$ cat config.mk
export PLATFORM = sky130hd
export DESIGN_NAME = sorted_list_merge_dedup
export DESIGN_NICKNAME = d
export VERILOG_FILES = /design/src/rtl/slmd_pkg.sv /design/src/rtl/slmd_list_store.sv /design/src/rtl/sorted_list_merge_dedup.sv
export SDC_FILE = /design/constraint.sdc
export NUM_CORES = 2
export LEC_CHECK = 0
export CAP_MARGIN = 10
export CORE_MARGIN = 2
export CORE_UTILIZATION = 50
export DETAILED_ROUTE_END_ITERATION = 8
export DONT_BUFFER_PORTS = 1
export HOLD_SLACK_MARGIN = 0.12
export PLACE_DENSITY = 0.75
export SLEW_MARGIN = 20
export SYNTH_ARGS = -nofsm -noshare
export SYNTH_HDL_FRONTEND = slang
export SYNTH_SLANG_ARGS = --single-unit
$ cat constraint.sdc
create_clock -name clk -period 5 [get_ports clk]
set_input_delay 0.5 -clock clk [delete_from_list [all_inputs] [get_ports clk]]
set_output_delay 0.5 -clock clk [all_outputs]
set_load 0.01 [all_outputs]
$ cat src/rtl/slmd_pkg.sv
// Shared constants and types for the sorted list merge block.
`default_nettype none
package slmd_pkg;
  localparam int MAX_LEN      = 32;
  localparam int ADDR_W       = $clog2(MAX_LEN);
  localparam int CNT_W        = $clog2(MAX_LEN + 1);
  localparam int DATA_W       = 32;
  localparam int MODE_W       = 2;
  localparam int CAP_W        = 6;
  localparam int RESULT_LIMIT = 32;

  localparam logic [MODE_W-1:0] MODE_LOAD_FIRST  = 2'd0;
  localparam logic [MODE_W-1:0] MODE_LOAD_SECOND = 2'd1;
  localparam logic [MODE_W-1:0] MODE_MERGE       = 2'd2;

  typedef struct packed {
    logic load;
    logic clear;
  } list_ctl_t;
endpackage
`default_nettype wire

$ cat src/rtl/slmd_list_store.sv
// One list: value memory with registered read and its fill count.
`default_nettype none
module slmd_list_store (
  input  wire logic                      clk,
  input  wire logic                      rst,
  input  wire slmd_pkg::list_ctl_t       ctl,
  input  wire logic [slmd_pkg::DATA_W-1:0] wr_data,
  input  wire logic [slmd_pkg::CNT_W-1:0]  rd_idx,
  output logic      [slmd_pkg::DATA_W-1:0] rd_data,
  output logic      [slmd_pkg::CNT_W-1:0]  count
);
  import slmd_pkg::*;

  logic [DATA_W-1:0] mem [MAX_LEN];
  logic              not_full;

  assign not_full = count < CNT_W'(MAX_LEN);

  always_ff @(posedge clk) begin
    if (ctl.load && not_full) begin
      mem[count[ADDR_W-1:0]] <= wr_data;
    end
    rd_data <= mem[rd_idx[ADDR_W-1:0]];
  end

  always_ff @(posedge clk) begin
    if (rst) begin
      count <= '0;
    end else if (ctl.clear) begin
      count <= '0;
    end else if (ctl.load && not_full) begin
      count <= count + CNT_W'(1);
    end
  end
endmodule
`default_nettype wire

$ cat src/rtl/sorted_list_merge_dedup.sv
// Top level: two-list loader and de-duplicating ascending merge.
//
// Words with tuser 0 or 1 append tdata to the first or second list (up to
// 32 entries each, further loads dropped) and are taken one per cycle while
// no merge runs. A word with tuser 2 starts a merge: once it is taken, the
// block enters its merge state and emits one merged word per cycle unless
// the output stalls, equal heads once, up to the configured capacity (0 reads
// as 1, above 32 as 32); tlast marks the last word, tuser[1] flags a cut run
// and tuser[0] an empty run (one word, data 0). Both lists are then cleared.
// The list memories are read through a register addressed by the next read
// index, and no new word is taken until the last one is registered. tuser 3
// is taken and ignored.
`default_nettype none
module sorted_list_merge_dedup (
  input  wire logic                          clk,
  input  wire logic                          rst,
  input  wire logic                          cfg_we,
  input  wire logic [slmd_pkg::CAP_W-1:0]    cfg_wdata,
  input  wire logic                          s_axis_tvalid,
  output logic                               s_axis_tready,
  input  wire logic [slmd_pkg::DATA_W-1:0]   s_axis_tdata,  // item_value
  input  wire logic [slmd_pkg::MODE_W-1:0]   s_axis_tuser,  // mode
  output logic                               m_axis_tvalid,
  input  wire logic                          m_axis_tready,
  output logic      [slmd_pkg::DATA_W-1:0]   m_axis_tdata,  // merged_value
  output logic                               m_axis_tlast,  // last
  output logic      [1:0]                    m_axis_tuser   // empty_res, truncated
);
  import slmd_pkg::*;

  localparam logic ST_IDLE  = 1'b0;
  localparam logic ST_MERGE = 1'b1;

  logic              state;
  logic [CAP_W-1:0]  capacity;
  logic [CAP_W-1:0]  cap_eff;
  logic [CNT_W-1:0]  i1, i2, i1_next, i2_next, i1_adv, i2_adv;
  logic [CAP_W-1:0]  n, n_inc;
  logic [DATA_W-1:0] head1, head2, val;
  logic [CNT_W-1:0]  cnt1, cnt2;
  logic              has1, has2, take1, take2, still, last_w, step, s_fire;
  list_ctl_t         ctl1, ctl2;

  logic              out_valid, out_last, out_empty, out_trunc;
  logic [DATA_W-1:0] out_data;

  assign s_axis_tready = (state == ST_IDLE);
  assign s_fire        = s_axis_tvalid && s_axis_tready;

  always_comb begin
    if (capacity == '0) begin
      cap_eff = CAP_W'(1);
    end else if (capacity > CAP_W'(RESULT_LIMIT)) begin
      cap_eff = CAP_W'(RESULT_LIMIT);
    end else begin
      cap_eff = capacity;
    end
  end

  always_comb begin
    has1  = i1 < cnt1;
    has2  = i2 < cnt2;
    take1 = 1'b0;
    take2 = 1'b0;
    if (has1 && has2) begin
      if (head1 < head2) begin
        take1 = 1'b1;
      end else if (head2 < head1) begin
        take2 = 1'b1;
      end else begin
        take1 = 1'b1;
        take2 = 1'b1;
      end
    end else if (has1) begin
      take1 = 1'b1;
    end else if (has2) begin
      take2 = 1'b1;
    end
    val    = take1 ? head1 : (take2 ? head2 : '0);
    i1_adv = i1 + CNT_W'(take1);
    i2_adv = i2 + CNT_W'(take2);
    still  = (i1_adv < cnt1) || (i2_adv < cnt2);
    n_inc  = n + CAP_W'(1);
    last_w = !still || (n_inc == cap_eff);
  end

  assign step = (state == ST_MERGE) && (!out_valid || m_axis_tready);

  always_comb begin
    if (state == ST_IDLE) begin
      i1_next = '0;
      i2_next = '0;
    end else if (step) begin
      i1_next = i1_adv;
      i2_next = i2_adv;
    end else begin
      i1_next = i1;
      i2_next = i2;
    end
  end

  assign ctl1.load  = s_fire && (s_axis_tuser == MODE_LOAD_FIRST);
  assign ctl2.load  = s_fire && (s_axis_tuser == MODE_LOAD_SECOND);
  assign ctl1.clear = step && last_w;
  assign ctl2.clear = step && last_w;

  slmd_list_store u_first (
    .clk     (clk),
    .rst     (rst),
    .ctl     (ctl1),
    .wr_data (s_axis_tdata),
    .rd_idx  (i1_next),
    .rd_data (head1),
    .count   (cnt1)
  );

  slmd_list_store u_second (
    .clk     (clk),
    .rst     (rst),
    .ctl     (ctl2),
    .wr_data (s_axis_tdata),
    .rd_idx  (i2_next),
    .rd_data (head2),
    .count   (cnt2)
  );

  always_ff @(posedge clk) begin
    if (rst) begin
      capacity <= CAP_W'(RESULT_LIMIT);
    end else if (cfg_we) begin
      capacity <= cfg_wdata;
    end
  end

  always_ff @(posedge clk) begin
    if (rst) begin
      state <= ST_IDLE;
      i1    <= '0;
      i2    <= '0;
      n     <= '0;
    end else begin
      i1 <= i1_next;
      i2 <= i2_next;
      unique case (state)
        ST_IDLE: begin
          n <= '0;
          if (s_fire && (s_axis_tuser == MODE_MERGE)) begin
            state <= ST_MERGE;
          end
        end
        ST_MERGE: begin
          if (step) begin
            n <= n_inc;
            if (last_w) begin
              state <= ST_IDLE;
            end
          end
        end
        default: state <= ST_IDLE;
      endcase
    end
  end

  always_ff @(posedge clk) begin
    if (rst) begin
      out_valid <= 1'b0;
    end else if (step) begin
      out_valid <= 1'b1;
    end else if (m_axis_tready) begin
      out_valid <= 1'b0;
    end
  end

  always_ff @(posedge clk) begin
    if (step) begin
      out_data  <= val;
      out_last  <= last_w;
      out_empty <= !has1 && !has2;
      out_trunc <= last_w && still;
    end
  end

  assign m_axis_tvalid = out_valid;
  assign m_axis_tdata  = out_data;
  assign m_axis_tlast  = out_last;
  assign m_axis_tuser  = {out_trunc, out_empty};
endmodule
`default_nettype wire

==> metrics.txt <==
R2R depth=19; Worst Skew=a little over 50 ps; Max VDD drop=333 uV; Core Area=169000 sq um; hold_sp=s_axis_tuser[0]; Total Routed Length=about 230000 um; R2R setup slack=between 2 and 3 ps; relative slew slack=between 20% and 30%; Hold Fails Final Rpt=0; type of the worst setup path=flop to flop; R2R Path Start=u_first.rd_data[9]; fin crit period=between 4000 and 5000 ps; Post-DRT Antenna Nets=0; Iter 0 DRT Violations=roughly 7000; Setup WS pre-CTS=-819 ps; minimum hold slack=186 ps; initial antenna violation count=9; Setup violations, final=0; endpoint kind of the worst setup timing path=flop; CP Launch Type=flop; Maximum Capacitance Violations=0; status=complete, no violations; final worst slack=~3.0 ps; clk sink count=2185; Rows=around 150; CTS tree=built; FFs w/ async S/R, synth=0%; largest net degree at the start of global routing=65; synth warn=0; Die ar.=roughly 170000 sq um; metal2 WL=~110000 um; Lkg Pwr=30.7 nW; Seq cells post-synth=2185; die height=slightly above 400 um; final weighted congestion of routability-driven global placement=just under 0.9; EDFF count, synth=between 2000 and 2500; Avg Inst Size Synth=about 20 sq um; Synth Flop Type=edfxtp_1; worst-skew pair later-pin latency=860 ps; Worst-Margin Slew=1110 ps; final non-filler cell total=around 7100; via count=45300; syn nets=approximately 4400; Post-Synthesis Cells=~4300; Max Clock Freq=approximately 200 MHz; port bufs=0; clk slew on worst S/H paths=roughly 60 ps; Slew Limit Fails=0; H-tree depth=4; power per cell area=between 300 and 400 nW/um^2; # DRC=0; number of fill cells=11600; die width=roughly 420 um; Root Buffer Master=clkbuf_16; number of global-route vias before repair=44400; Post-Syn Area=between 80000 and 90000 sq um; DR WL/cell=between 30 and 40 um; Detail Placement HPWL=approximately 130000 um; sequential area share after synthesis=between 70% and 80%; HP Class=primary input to flop; Tcrit/Tclk final=99.9%; routed wl met3=25200 um; Final Power=0.0370 W; Worst Hold Endpoint=u_second.count[4]; critical path data required time=5710 ps; Top Metal Used=met4; number of vias per cell=between 6 and 7; r2r endpoint=u_first.rd_data[19]; critical path fanouts, max=18; clock buffer depth=3; Routed met1 length=roughly 84000 um; I/O pins=82; # nets final=between 4000 and 5000; Cells after DPL=approximately 6700; area added between synthesis and finish=17.2%; Worst EP arrival=roughly 5700 ps; Initial Utilization=about half; GRT Total Usage=26.0%; CTS Buf Count=203; GR Overflow Total=0; WHS Path Cells=5; multi-input logic area=around 20000 sq um; Sequential Area=64600 sq um; layout cells sized above 1=23.1%; Pre-antenna DRT Iters=6; fin util=a little under 60%; first-pass GRT wire length=320000 um; Cell variety after synth=64
==> cell usage after synthesis (all sizes together) (15+ instances only) <==
cell type	number	area share, %
clkbuf	62	0.28
a21oi	37	0.22
ha	65	0.96
buf	159	1.2
mux4	256	6.8
nor2	97	0.43
nand3	27	0.16
inv	50	0.22
mux2i	778	9.2
xnor2	16	0.17
a32o	32	0.38
dfxtp	102	2.4
edfxtp	2083	74
o22ai	256	1.9
o21ai	15	0.10
nand2	37	0.17
nor4	66	0.57
==> worst max-delay path by stage <==
stage / from / to / cells after the start
2_1_floorplan: u_first.rd_data[30] / u_second.count[4] / 20
3_3_place_gp: u_first.rd_data[30] / u_second.rd_data[5] / 20
3_5_place_dp: u_first.rd_data[30] / u_second.rd_data[8] / 20
4_1_cts: u_first.rd_data[9] / u_second.rd_data[8] / 22
5_1_grt: u_first.rd_data[27] / u_second.rd_data[5] / 20
6_report: u_first.rd_data[9] / u_first.rd_data[19] / 19
==> cells in the final DEF (no fill, tap or decap), types with 37 or more instances in the layout <==
master and count:
nor4_1 44, edfxtp_1 2083, buf_12 60, mux4_2 256, nor2_4 66, buf_4 349
clkbuf_16 206, ha_1 65, inv_1 50, o22ai_1 246, clkinv_1 39, dlygate4sd3_1 49
a21oi_1 37, clkinv_2 38, mux2i_1 776, dfxtp_1 101
==> repair_timing <==
action | in CTS | in global routing
setup endpoints to repair | 79 | 30
setup buffers | 0 | 1
pin swaps | 2 | 2
resized for setup | 24 | 22
hold buffers | 81 | 0
gates cloned | 0 | 2
hold endpoints to repair | 2075 | 0
==> sequential cells by signal, indices dropped and copies added, names as in the netlist <==
register,count
u_first.mem,1024
state,1
capacity,6
i1,6
u_first.count,6
out_trunc,1
n,6
u_first.rd_data,32
m_axis_tdata,32
u_second.mem,1024
out_empty,1
u_second.count,6
m_axis_tlast,1
u_second.rd_data,32
m_axis_tvalid,1
i2,6
==> kinds of logic after synthesis <==
group	count (synthesis)	share of synthesized area, %
multiplexers	1034	16.0
flip-flops	2185	76.2
AND/OR/NAND/NOR	293	1.84
XOR/XNOR	23	0.238
AO/OA/AOI/OAI	388	3.04
buffers and inverters	271	1.70
adder cells (fa/ha/maj)	65	0.960
==> power breakdown <==
group	leakage, nW	switching [W]	internal, W
sequential	19.6	0.0000727	0.0201
clock	3.35	0.00683	0.00900
combinational	7.73	0.000680	0.000280
total	30.7	0.00758	0.0294
==> routing by layer <==
layer | track usage, % | vias up
met5 | 0 | -
met4 | 11.9 | 0
met3 | 5.56 | 439
met2 | 40.6 | 2862
met1 | 35.2 | 23500
li1 | - | 18500
==> critical path, stage by stage, from the launching register on <==
cell and delay [ps]:
dfxtp_1 440, inv_1 80, ha_1 320, nand4_1 160, nor3_2 80, buf_4 140, a21boi_0 130, buf_4 180
o41ai_4 470, buf_4 200, a31oi_4 80, ha_1 230, ha_1 240, nor3b_2 190, o21ai_4 190, buf_12 230
buf_4 230, mux4_2 550, o22ai_1 570, nor4_1 140
==> through the flow <==
stage	TNS, ps	area (sq um)
6_report	0	99400
5_1_grt	-8.52	99400
4_1_cts	0	99200
3_5_place_dp	-18270	90800
3_3_place_gp	-13290	90800
2_1_floorplan	0	84800
==> final cells by class <==
class	instances	share of cell area (%)
flip-flops and latches	2185	65.0
multi-input cells	1803	19.7
clock buffers	255	5.48
repair buffers	499	5.40
well taps	2218	2.79
clock inverters	125	1.43
inverters	50	0.189
diodes	7	0.0176
Power figures use the tool's default switching activity.
